--- src/rtl/tos_pkg.sv ---
// Shared codes, tags and helper functions for the typed operand stack.
package tos_pkg;

    localparam int TosStackBytes = 256;

    localparam logic [2:0] OP_PUSH   = 3'd0;
    localparam logic [2:0] OP_POP    = 3'd1;
    localparam logic [2:0] OP_RDADDR = 3'd2;
    localparam logic [2:0] OP_RDTOP  = 3'd3;
    localparam logic [2:0] OP_RDSEC  = 3'd4;
    localparam logic [2:0] OP_REMOVE = 3'd5;
    localparam logic [2:0] OP_RESET  = 3'd6;

    localparam logic [1:0] VT_U8   = 2'd0;
    localparam logic [1:0] VT_U32  = 2'd1;
    localparam logic [1:0] VT_I32  = 2'd2;
    localparam logic [1:0] VT_NONE = 2'd3;

    localparam logic [2:0] TAG_NONE     = 3'd0;
    localparam logic [2:0] TAG_U8       = 3'd1;
    localparam logic [2:0] TAG_U32      = 3'd2;
    localparam logic [2:0] TAG_I32      = 3'd3;
    localparam logic [2:0] TAG_U32_BODY = 3'd4;
    localparam logic [2:0] TAG_I32_BODY = 3'd5;

    localparam logic [2:0] ST_OK       = 3'd0;
    localparam logic [2:0] ST_EMPTY    = 3'd1;
    localparam logic [2:0] ST_MISMATCH = 3'd2;
    localparam logic [2:0] ST_BADADDR  = 3'd3;
    localparam logic [2:0] ST_OVERFLOW = 3'd4;
    localparam logic [2:0] ST_BADTYPE  = 3'd5;

    function automatic logic [2:0] head_tag(input logic [1:0] vt);
        logic [2:0] t;
        unique case (vt)
            VT_U8:   t = TAG_U8;
            VT_U32:  t = TAG_U32;
            default: t = TAG_I32;
        endcase
        return t;
    endfunction

    function automatic logic [2:0] body_tag(input logic [1:0] vt);
        return (vt == VT_U32) ? TAG_U32_BODY : TAG_I32_BODY;
    endfunction

    function automatic logic [1:0] tag_type(input logic [2:0] t);
        logic [1:0] v;
        unique case (t)
            TAG_U8:  v = VT_U8;
            TAG_U32: v = VT_U32;
            TAG_I32: v = VT_I32;
            default: v = VT_NONE;
        endcase
        return v;
    endfunction

    function automatic logic [2:0] tag_size(input logic [2:0] t);
        logic [2:0] s;
        unique case (t)
            TAG_U8:           s = 3'd1;
            TAG_U32, TAG_I32: s = 3'd4;
            default:          s = 3'd0;
        endcase
        return s;
    endfunction

    function automatic logic tag_is_body(input logic [2:0] t);
        return (t == TAG_U32_BODY) || (t == TAG_I32_BODY);
    endfunction

endpackage

--- src/rtl/typed_operand_stack.sv ---
// Typed operand stack: one byte-wide tagged memory and a read-modify-write sequencer.
// Reset, unused codes and early failures raise done the cycle after accept; push
// writes in S_PUSHW, reads and pop go S_HEAD/S_BODY, remove loops S_REMOVE/S_DROP.
// One memory port pair sets the pace: one byte read and one byte written a cycle.
// Busy is high while an operation runs; done strobes one cycle and cannot be held.
// Reset (and the reset op) clears top and count at once; memory holds no reset value.
module typed_operand_stack #(
    parameter int STACK_BYTES = tos_pkg::TosStackBytes
) (
    input  logic                                clk,
    input  logic                                rst_n,
    input  logic                                start,
    output logic                                busy,
    input  logic [2:0]                          op,
    input  logic [1:0]                          value_type,
    input  logic [31:0]                         push_value,
    input  logic [7:0]                          byte_addr,
    input  logic [7:0]                          remove_count,
    output logic                                done,
    output logic [31:0]                         data,
    output logic [1:0]                          data_type,
    output logic [2:0]                          status,
    output logic [$clog2(STACK_BYTES+1)-1:0]    entry_count
);
    import tos_pkg::*;

    localparam int AW = $clog2(STACK_BYTES);
    localparam int CW = $clog2(STACK_BYTES + 1);
    localparam int XW = ((AW > 8) ? AW : 8) + 2;

    localparam logic [2:0] S_IDLE   = 3'd0;
    localparam logic [2:0] S_PTAG   = 3'd1;
    localparam logic [2:0] S_PUSHW  = 3'd2;
    localparam logic [2:0] S_HEAD   = 3'd3;
    localparam logic [2:0] S_BODY   = 3'd4;
    localparam logic [2:0] S_PREV   = 3'd5;
    localparam logic [2:0] S_DROP   = 3'd6;
    localparam logic [2:0] S_REMOVE = 3'd7;

    // {tag, byte}; only entries below top plus the top entry are ever read,
    // and all of those were written by a push since the last reset
    logic [10:0] stack_mem [STACK_BYTES];

    logic [2:0]    state_reg, state_next;
    logic [AW-1:0] top_reg, top_next;
    logic [CW-1:0] ent_reg, ent_next;
    logic          done_reg, done_next;
    logic [2:0]    op_reg, op_next;
    logic [1:0]    vt_reg, vt_next;
    logic [31:0]   val_reg, val_next;
    logic [7:0]    cnt_reg, cnt_next;
    logic [AW-1:0] base_reg, base_next;
    logic [AW-1:0] at_reg, at_next;
    logic [1:0]    k_reg, k_next;
    logic [31:0]   data_reg, data_next;
    logic [1:0]    dtype_reg, dtype_next;
    logic [2:0]    status_reg, status_next;
    logic [10:0]   rdata_reg;

    logic [AW-1:0] rd_addr;
    logic          we;
    logic [AW-1:0] wr_addr;
    logic [10:0]   wr_data;

    logic [2:0]    rtag;
    logic [AW-1:0] below;
    logic [AW-1:0] prev_start;
    logic [XW-1:0] push_at;
    logic [XW-1:0] push_end;
    logic [XW-1:0] addr_x;
    logic          push_last;

    always_ff @(posedge clk)
    begin
        if (we)
        begin
            stack_mem[wr_addr] <= wr_data;
        end
        rdata_reg <= stack_mem[rd_addr];
    end

    assign rtag  = rdata_reg[10:8];
    assign below = top_reg - AW'(1);
    assign prev_start = tag_is_body(rtag) ? ((below >= AW'(3)) ? below - AW'(3) : '0) : below;
    assign push_at  = XW'(top_reg) + XW'(tag_size(rtag));
    assign push_end = push_at + ((vt_reg == VT_U8) ? XW'(1) : XW'(4));
    assign addr_x   = XW'(byte_addr);
    assign push_last = (vt_reg == VT_U8) ? (k_reg == 2'd0) : (k_reg == 2'd3);

    always_comb
    begin
        state_next  = state_reg;
        top_next    = top_reg;
        ent_next    = ent_reg;
        done_next   = 1'b0;
        op_next     = op_reg;
        vt_next     = vt_reg;
        val_next    = val_reg;
        cnt_next    = cnt_reg;
        base_next   = base_reg;
        at_next     = at_reg;
        k_next      = k_reg;
        data_next   = data_reg;
        dtype_next  = dtype_reg;
        status_next = status_reg;
        rd_addr     = top_reg;
        we          = 1'b0;
        wr_addr     = at_reg + AW'(k_reg);
        wr_data     = {(k_reg == 2'd0) ? head_tag(vt_reg) : body_tag(vt_reg),
                       val_reg[8*k_reg +: 8]};

        unique case (state_reg)
            S_IDLE:
            begin
                if (start)
                begin
                    op_next     = op;
                    vt_next     = value_type;
                    val_next    = push_value;
                    cnt_next    = remove_count;
                    data_next   = '0;
                    dtype_next  = VT_NONE;
                    status_next = ST_OK;
                    done_next   = 1'b1;
                    unique case (op)
                        OP_PUSH:
                        begin
                            if (value_type == VT_NONE)
                            begin
                                status_next = ST_BADTYPE;
                            end
                            else if (ent_reg == '0)
                            begin
                                at_next    = '0;
                                k_next     = 2'd0;
                                done_next  = 1'b0;
                                state_next = S_PUSHW;
                            end
                            else
                            begin
                                done_next  = 1'b0;
                                state_next = S_PTAG;
                            end
                        end
                        OP_POP:
                        begin
                            if (value_type == VT_NONE)
                            begin
                                status_next = ST_BADTYPE;
                            end
                            else if (ent_reg == '0)
                            begin
                                status_next = ST_EMPTY;
                            end
                            else
                            begin
                                base_next  = top_reg;
                                done_next  = 1'b0;
                                state_next = S_HEAD;
                            end
                        end
                        OP_RDADDR:
                        begin
                            if (value_type == VT_NONE)
                            begin
                                status_next = ST_BADTYPE;
                            end
                            else if (addr_x >= XW'(STACK_BYTES) || addr_x > XW'(top_reg))
                            begin
                                status_next = ST_BADADDR;
                            end
                            else if (ent_reg == '0)
                            begin
                                status_next = ST_EMPTY;
                            end
                            else
                            begin
                                rd_addr    = AW'(byte_addr);
                                base_next  = AW'(byte_addr);
                                done_next  = 1'b0;
                                state_next = S_HEAD;
                            end
                        end
                        OP_RDTOP:
                        begin
                            if (ent_reg == '0)
                            begin
                                status_next = ST_EMPTY;
                            end
                            else
                            begin
                                base_next  = top_reg;
                                done_next  = 1'b0;
                                state_next = S_HEAD;
                            end
                        end
                        OP_RDSEC:
                        begin
                            if (ent_reg < CW'(2))
                            begin
                                status_next = ST_EMPTY;
                            end
                            else
                            begin
                                rd_addr    = below;
                                done_next  = 1'b0;
                                state_next = S_PREV;
                            end
                        end
                        OP_REMOVE:
                        begin
                            if (ent_reg == '0)
                            begin
                                status_next = ST_EMPTY;
                            end
                            else
                            begin
                                done_next  = 1'b0;
                                state_next = S_REMOVE;
                            end
                        end
                        OP_RESET:
                        begin
                            top_next = '0;
                            ent_next = '0;
                        end
                        default:
                        begin
                        end
                    endcase
                end
            end
            S_PTAG:
            begin
                if (push_end > XW'(STACK_BYTES))
                begin
                    status_next = ST_OVERFLOW;
                    done_next   = 1'b1;
                    state_next  = S_IDLE;
                end
                else
                begin
                    at_next    = push_at[AW-1:0];
                    k_next     = 2'd0;
                    state_next = S_PUSHW;
                end
            end
            S_PUSHW:
            begin
                we = 1'b1;
                if (push_last)
                begin
                    top_next   = at_reg;
                    ent_next   = ent_reg + CW'(1);
                    done_next  = 1'b1;
                    state_next = S_IDLE;
                end
                else
                begin
                    k_next = k_reg + 2'd1;
                end
            end
            S_HEAD:
            begin
                data_next[7:0] = rdata_reg[7:0];
                if ((op_reg == OP_POP || op_reg == OP_RDADDR) && rtag != head_tag(vt_reg))
                begin
                    status_next = ST_MISMATCH;
                    data_next   = '0;
                    done_next   = 1'b1;
                    state_next  = S_IDLE;
                end
                else
                begin
                    dtype_next = (op_reg == OP_POP || op_reg == OP_RDADDR) ? vt_reg
                                                                            : tag_type(rtag);
                    if (tag_size(rtag) == 3'd4)
                    begin
                        rd_addr    = base_reg + AW'(1);
                        k_next     = 2'd1;
                        state_next = S_BODY;
                    end
                    else if (op_reg == OP_POP)
                    begin
                        ent_next = ent_reg - CW'(1);
                        if (ent_reg == CW'(1))
                        begin
                            top_next   = '0;
                            done_next  = 1'b1;
                            state_next = S_IDLE;
                        end
                        else
                        begin
                            rd_addr    = below;
                            state_next = S_DROP;
                        end
                    end
                    else
                    begin
                        done_next  = 1'b1;
                        state_next = S_IDLE;
                    end
                end
            end
            S_BODY:
            begin
                data_next[8*k_reg +: 8] = rdata_reg[7:0];
                if (k_reg != 2'd3)
                begin
                    rd_addr = base_reg + AW'(k_reg) + AW'(1);
                    k_next  = k_reg + 2'd1;
                end
                else if (op_reg == OP_POP)
                begin
                    ent_next = ent_reg - CW'(1);
                    if (ent_reg == CW'(1))
                    begin
                        top_next   = '0;
                        done_next  = 1'b1;
                        state_next = S_IDLE;
                    end
                    else
                    begin
                        rd_addr    = below;
                        state_next = S_DROP;
                    end
                end
                else
                begin
                    done_next  = 1'b1;
                    state_next = S_IDLE;
                end
            end
            S_PREV:
            begin
                rd_addr    = prev_start;
                base_next  = prev_start;
                state_next = S_HEAD;
            end
            S_DROP:
            begin
                top_next = prev_start;
                if (op_reg == OP_POP)
                begin
                    done_next  = 1'b1;
                    state_next = S_IDLE;
                end
                else
                begin
                    state_next = S_REMOVE;
                end
            end
            S_REMOVE:
            begin
                if (cnt_reg == 8'd0)
                begin
                    done_next  = 1'b1;
                    state_next = S_IDLE;
                end
                else if (ent_reg == '0)
                begin
                    status_next = ST_EMPTY;
                    done_next   = 1'b1;
                    state_next  = S_IDLE;
                end
                else
                begin
                    cnt_next = cnt_reg - 8'd1;
                    ent_next = ent_reg - CW'(1);
                    if (ent_reg == CW'(1))
                    begin
                        top_next = '0;
                    end
                    else
                    begin
                        rd_addr    = below;
                        state_next = S_DROP;
                    end
                end
            end
            default:
            begin
                state_next = S_IDLE;
            end
        endcase
    end

    always_ff @(posedge clk or negedge rst_n)
    begin
        if (!rst_n)
        begin
            state_reg <= S_IDLE;
            top_reg   <= '0;
            ent_reg   <= '0;
            done_reg  <= 1'b0;
        end
        else
        begin
            state_reg <= state_next;
            top_reg   <= top_next;
            ent_reg   <= ent_next;
            done_reg  <= done_next;
        end
    end

    always_ff @(posedge clk)
    begin
        op_reg     <= op_next;
        vt_reg     <= vt_next;
        val_reg    <= val_next;
        cnt_reg    <= cnt_next;
        base_reg   <= base_next;
        at_reg     <= at_next;
        k_reg      <= k_next;
        data_reg   <= data_next;
        dtype_reg  <= dtype_next;
        status_reg <= status_next;
    end

    assign busy        = (state_reg != S_IDLE);
    assign done        = done_reg;
    assign data        = data_reg;
    assign data_type   = dtype_reg;
    assign status      = status_reg;
    assign entry_count = ent_reg;

    a_done_idle: assert property (@(posedge clk) disable iff (!rst_n)
        done |-> !busy)
        else $error("done while busy");

    a_count_bound: assert property (@(posedge clk) disable iff (!rst_n)
        ent_reg <= CW'(STACK_BYTES))
        else $error("entry count beyond capacity");

    a_fail_no_data: assert property (@(posedge clk) disable iff (!rst_n)
        done && (status == ST_MISMATCH || status == ST_BADADDR ||
                 status == ST_OVERFLOW || status == ST_BADTYPE)
        |-> (data == 32'd0 && data_type == VT_NONE))
        else $error("failed transfer carries data");

    a_start_progress: assert property (@(posedge clk) disable iff (!rst_n)
        (start && !busy) |=> (busy || done))
        else $error("accepted transfer dropped");

endmodule
--- config.mk ---
export PLATFORM = sky130hd
export DESIGN_NAME = typed_operand_stack
export DESIGN_NICKNAME = d
export VERILOG_FILES = /design/src/rtl/tos_pkg.sv /design/src/rtl/typed_operand_stack.sv
export SDC_FILE = /design/constraint.sdc
export NUM_CORES = 2
export LEC_CHECK = 0
export BUFFER_PORTS_ARGS = -buffer_cell sky130_fd_sc_hd__buf_2
export CAP_MARGIN = 20
export CORE_MARGIN = 2
export CORE_UTILIZATION = 40
export DETAILED_ROUTE_END_ITERATION = 12
export PLACE_DENSITY_LB_ADDON = 0.12
export SETUP_SLACK_MARGIN = 0.3
export SYNTH_ARGS = -nofsm -noshare
export SYNTH_HDL_FRONTEND = slang
export SYNTH_SLANG_ARGS = --single-unit
export TNS_END_PERCENT = 30
--- constraint.sdc ---
create_clock -name clk -period 24.5 [get_ports clk]
set_input_delay 2.45 -clock clk [delete_from_list [all_inputs] [get_ports clk]]
set_output_delay 2.45 -clock clk [all_outputs]
set_load 0.03 [all_outputs]
### After elaboration in Yosys (flattened, before gate mapping)

Memories as Yosys holds them, arrays and structs flattened. A register that Yosys moved wholly into a read port is not among the register bits.
Cells that the tools add are included.
W data, S select, Z words.

| storage, ports and cells | value |
|---|---|
| bits in writable memories | 2816 |
| register bits after elaboration | 121 |
| memories | 1 |
| word-level logic and storage cells | 265 |
| bits in read-only memories | 0 |
| latch bits | 0 |

Memory list:

| memory | depth | width | read ports | clocked after memory_dff | wr ports | line | text |
|---|---|---|---|---|---|---|---|
| stack_mem | 256 | 11 | 1 | 1 | 1 | typed_operand_stack.sv:42 | `logic [10:0] stack_mem [STACK_BYTES];` |

| cells by class | value |
|---|---|
| div/mod/pow operators | 0 |
| reduce and logical (&&, ||, !) cells | 34 |
| mux-type cells | 139 |
| bitwise operators | 0 |
| multipliers | 0 |
| shift operators | 3 |
| order comparisons | 5 |
| eq/ne operators | 55 |
| $add $sub $neg | 13 |

Operators with widths:

| kind | number |
|---|---|
| $mux W8 | 38 |
| $pmux W32 S3 | 1 |
| $mux W3 | 31 |
| $mux W9 | 9 |
| $mux W32 | 2 |
| $pmux W8 S2 | 4 |
| $pmux W8 S6 | 1 |
| $pmux W9 S5 | 1 |
| $pmux W8 S5 | 1 |
| $ne A2 B2 Y1 const B | 17 |
| $neg A5 Y34 | 1 |
| $shift A8 B34 Y32 const A | 1 |
| $shiftx A8 B34 Y32 | 1 |
| $bwmux W32 | 1 |
| $shiftx A32 B6 Y8 | 1 |
| $eq A3 B3 Y1 const B | 10 |
| $mux W2 | 15 |
| $pmux W3 S8 | 1 |
| $pmux W8 S3 | 1 |
| $mux W1 | 23 |
| $eq A3 B2 Y1 const B | 7 |
| $ne A3 B3 Y1 const B | 7 |
| $pmux W3 S6 | 1 |
| $reduce_and A9 Y1 | 2 |
| other kinds (50) | 72 |

### Logic depth before layout (Yosys ltp)

| depth | value |
|---|---|
| word-level depth | 11 |
| mapped depth | 21 |
| gate-level depth less buffers | 15 |

### Least setup slack after synthesis

OpenSTA, ideal clock, no wires.

| timing | value |
|---|---|
| path type | reg-to-reg |
| start point | reg k_reg[0] |
| end point | mem stack_mem[0][9] (data pin) |
| required time | 23.224 ns |
| period minus slack after synthesis | 11.317 ns |
| stages on the path, launching flop included | 6 |
| arrival | 10.041 ns |
| setup time | 1.276 ns |
| setup slack | 13.183 ns |
| cells stage by stage | edfxtp_1 > clkbuf_1 > inv_1 > ha_1 > inv_1 > nor2_1 |

| between the ends | value |
|---|---|
| cells in the longest elaborated chain, start to end | 2 |

RTL lines:

| item | line | text |
|---|---|---|
| from (decl) | typed_operand_stack.sv:54 | `logic [1:0] k_reg, k_next;` |
| from (signal assigned) | typed_operand_stack.sv:414 | `k_reg <= k_next;` |
| $logic_not A2 Y1 | typed_operand_stack.sv:109 | `wr_data = {(k_reg == 2'd0) ? head_tag(vt_reg) : body_tag(vt_reg),` |
| $mux W3 | typed_operand_stack.sv:109 |  |
| via wr_data[9] | typed_operand_stack.sv:63 | `logic [10:0] wr_data;` |
| to (decl) | typed_operand_stack.sv:42 |  |

The timed path passes the listed nets, and every way through them passes these cells.

### Final worst setup path

| timing | value |
|---|---|
| start point | in byte_addr[5] |
| end point | reg rdata_reg[4] (read register of stack_mem) |

| between the ends | value |
|---|---|
| cells in the longest elaborated chain, start to end | 7 |
| elaborated cells on any way between the ends | 9 |
| classes of those cells | order compare: 2; mux: 6; reduce/logical: 1 |

RTL lines:

| item | line | text |
|---|---|---|
| from (decl) | typed_operand_stack.sv:17 | `input logic [7:0] byte_addr,` |
| $ge A8 B9 Y1 or $gt A8 B8 Y1 (tied branches) | typed_operand_stack.sv:168 | `else if (addr_x >= XW'(STACK_BYTES) \|\| addr_x > XW'(top_reg))` |
| $logic_or A1 B1 Y1 | typed_operand_stack.sv:168 |  |
| $mux W8 * | typed_operand_stack.sv:168 |  |
| $mux W8 * | typed_operand_stack.sv:164 | `if (value_type == VT_NONE)` |
| $pmux W8 S2 * | typed_operand_stack.sv:125 | `unique case (op)` |
| $mux W8 * | typed_operand_stack.sv:115 | `if (start)` |
| $pmux W8 S5 * | typed_operand_stack.sv:112 | `unique case (state_reg)` |
| to (decl) | typed_operand_stack.sv:58 | `logic [10:0] rdata_reg;` |

Mark *: on every way between the ends. The rest lies on a longest branch, timed or not.
A chain may end at the register's enable or synchronous reset.

==> flow_metrics.py <==
metrics = {
    "yosys": {
        "ys_ff_latch": 2948,
        "synth-main-ff-cell": "edfxtp_1",
        "yosysWarnings": 0,
        "synth_cells": 8249,
        "synth_nets": 8338,
        "synth_cell_types": 103,
        "synth-edff-count": 2916,
        "synthesis.area_um2": 120000,
        "avgSynthCellArea_um2": 14.6,
        "ys_seq_area_share_pct": 73.5,
        "async_flop_share_pct": 0.712,
    },
    "setup_path": {
        "crit_fanout": 117,
        "worstSetupPathType": "primary input to register",
        "crit_arrival_ns": 11.11,
        "cp-end-kind": "register",
        "required_ns": 25.23,
        "start_kind": "primary input",
    },
    "clocking": {
        "clk_root_buffer_cell": "clkbuf_16",
        "cts_resized": 0,
        "numCtsBuffers": 322,
        "cts.sinks": 2948,
        "cts_setup_buffers": 0,
        "clkTransAtPathRegs_ns": 0.06,
        "cts_tree": "done",
        "clock_path_buffers": 4,
        "clk_latency_ns": 0.96,
        "ctsHoldBuffers": 0,
        "ctsHtreeMaxLevel": 5,
    },
    "sta": {
        "drv_slew": 0,
        "period_minus_slack_ns": 10.38,
        "rsz0062_at_grt": "false",
        "finClkSkew_ns": 0.0741,
        "fmax_mhz": 96.4,
        "max_slew.worst_pin.slew_ns": 1.33,
        "slew_headroom_pct": 11.4,
        "final-setup-viol-count": 0,
        "finalCritPeriodShare_pct": 42.4,
        "finalHoldViolCount": 0,
        "timing.setup.tns_ns": 0,
    },
    "route": {
        "dr.pass1.iters": 6,
        "ant_nets": 0,
        "wl_um": 386000,
        "wire_per_inst_um": 30.2,
        "drc": 0,
        "drtIter0Drc": 8897,
        "vias": 74800,
        "via_per_inst": 5.85,
    },
    "cells_and_area": {
        "nNetsFinal": 8646,
        "nFillCells": 26400,
        "drive_gt1_share_pct": 13.2,
        "finish.instance_area_um2": 137000,
        "largest_reg_flops": 2816,
        "syn_to_final_growth_pct": 14.3,
    },
    "floorplanning": {
        "die_area_um2": 305000,
        "die_h_um": 552,
        "core_region_area_um2": 299000,
        "start_util_pct": 40.2,
        "row_count": 201,
        "pin_count": 104,
        "fp.dieW_um": 552,
    },
    "grt": {
        "grtUsageTotal_pct": 24.6,
        "antenna_found_initial": 20,
        "grt-ovfl-total": 0,
        "grt_max_degree": 178,
        "grt_pass1_vias": 71300,
        "grt_first_pass_wirelength_um": 545000,
    },
    "hold_path": {
        "hold_class": "register to register",
    },
    "job": {
        "max-cap-violations": 0,
    },
    "status": {
        "status": "complete, no violations",
    },
    "place": {
        "gp_congestion": 0.899,
        "place.port_buffers": 103,
        "place_area_um2": 127000,
        "dp_hpwl_um": 237000,
    },
}
stage by stage:
step	instances	hold slack (ns)	setup WS, ns	util (%)
floorplan	8249	0.531	13.18	-
global placement	12000	0.569	13.41	42.0
detailed placement	12100	0.573	13.51	42.3
CTS	12700	0.587	14.46	45.7
global route	12800	0.595	13.83	45.9
finish	12800	0.583	14.12	45.9
cell families after synthesis:
family | Yosys count | synth area share [%]
simple gates | 2975 | 11.0
flops | 2948 | 73.5
compound gates | 929 | 5.54
mux | 751 | 7.09
buf+inv | 571 | 2.20
xor+xnor | 42 | 0.306
fa+ha+maj | 33 | 0.356
placed cells by master (no fill, tap or decap), types with 141 or more instances in the layout:
master and count:
clkbuf_16 323, mux2i_1 657, nor2_1 357, edfxtp_1 2916, nand2_1 1481, nand4_1 222
buf_4 333, a21oi_1 193, nand3_1 646, a32oi_1 141
synthesized netlist by cell type, drive strengths merged, types with 8 or more instances:
library cell     n  share of area (%)
nand2b           8              0.042
dfxtp           11               0.18
o21ai          118               0.49
a22oi           14              0.087
o2111ai         16               0.12
o32a            12               0.10
a21o            11              0.069
a211oi          53               0.35
a32oi          141                1.0
nor2b           33               0.17
nor2           369                1.2
a2111oi         18               0.15
nand3          648                2.7
nand4          222                1.2
o41a            10              0.094
nor3            53               0.25
o211ai          33               0.21
mux2            15               0.14
a221oi          62               0.46
a21oi          194               0.81
ha              31               0.32
buf            305                1.4
o32ai           23               0.17
nor4            55               0.31
a311oi          27               0.20
edfxtp        2916                 73
nand2         1500                4.7
xor2            15               0.11
a41oi           10              0.073
nor4b            8              0.076
dfrtp           21               0.44
a31oi           37               0.20
nor3b            8              0.050
mux2i          657                5.5
and2            18              0.094
o31ai           18               0.11
xnor2           27               0.20
mux4            79                1.5
clkbuf         222               0.69
and3            16              0.083
o22ai           76               0.40
a22o            10              0.073
inv             40               0.12
final timing paths:
path / slack [ns] / cells past startpoint / startpoint / endpoint
max in group asynchronous: 22.48 / 1 / rst_n / top_reg[5]
min reg2reg: 0.58 / 1 / data[6] / data[6]
min in group asynchronous: 1.56 / 1 / rst_n / entry_count[3]
max: 14.12 / 20 / byte_addr[5] / rdata_reg[4]
max reg2reg: 14.54 / 20 / top_reg[5] / rdata_reg[4]
min: 0.58 / 1 / data[6] / data[6]
per-layer routing:
layer,up-vias,routed length (um),track usage (%)
li1,32400,-,-
met3,583,28400,4.02
met1,38700,167000,35.4
met5,-,41,0
met2,3060,177000,38.4
met4,6,13100,7.57
area by class of cell:
class	instances	area (um2)	share of cell area [%]
Clock buffer	383	8370	6.09
Inverter	44	173	0.126
Clock inverter	203	1950	1.42
Sequential cell	2948	88300	64.3
Tap cell	3958	4950	3.60
Timing Repair Buffer	511	3940	2.87
Antenna cell	8	20.0	0.0146
Multi-Input combinational cell	4730	29700	21.6
worst max-delay path, cell delays in order:
cell	delay (ns)
buf_2	0.12
ha_1	0.31
a211oi_1	0.24
nor2_1	0.12
nand4bb_1	0.35
a211oi_1	0.81
and4bb_4	0.37
a211oi_4	0.23
buf_4	0.58
buf_12	0.44
buf_4	0.71
buf_4	0.73
buf_12	0.54
buf_4	0.80
mux2i_1	0.26
mux2i_1	0.10
nand4_1	0.12
nand4_1	0.10
nor4_1	1.05
nor4_1	0.16
Power is not shown: default switching activity piles up to over one toggle a cycle in this logic, so the estimate is an artifact.
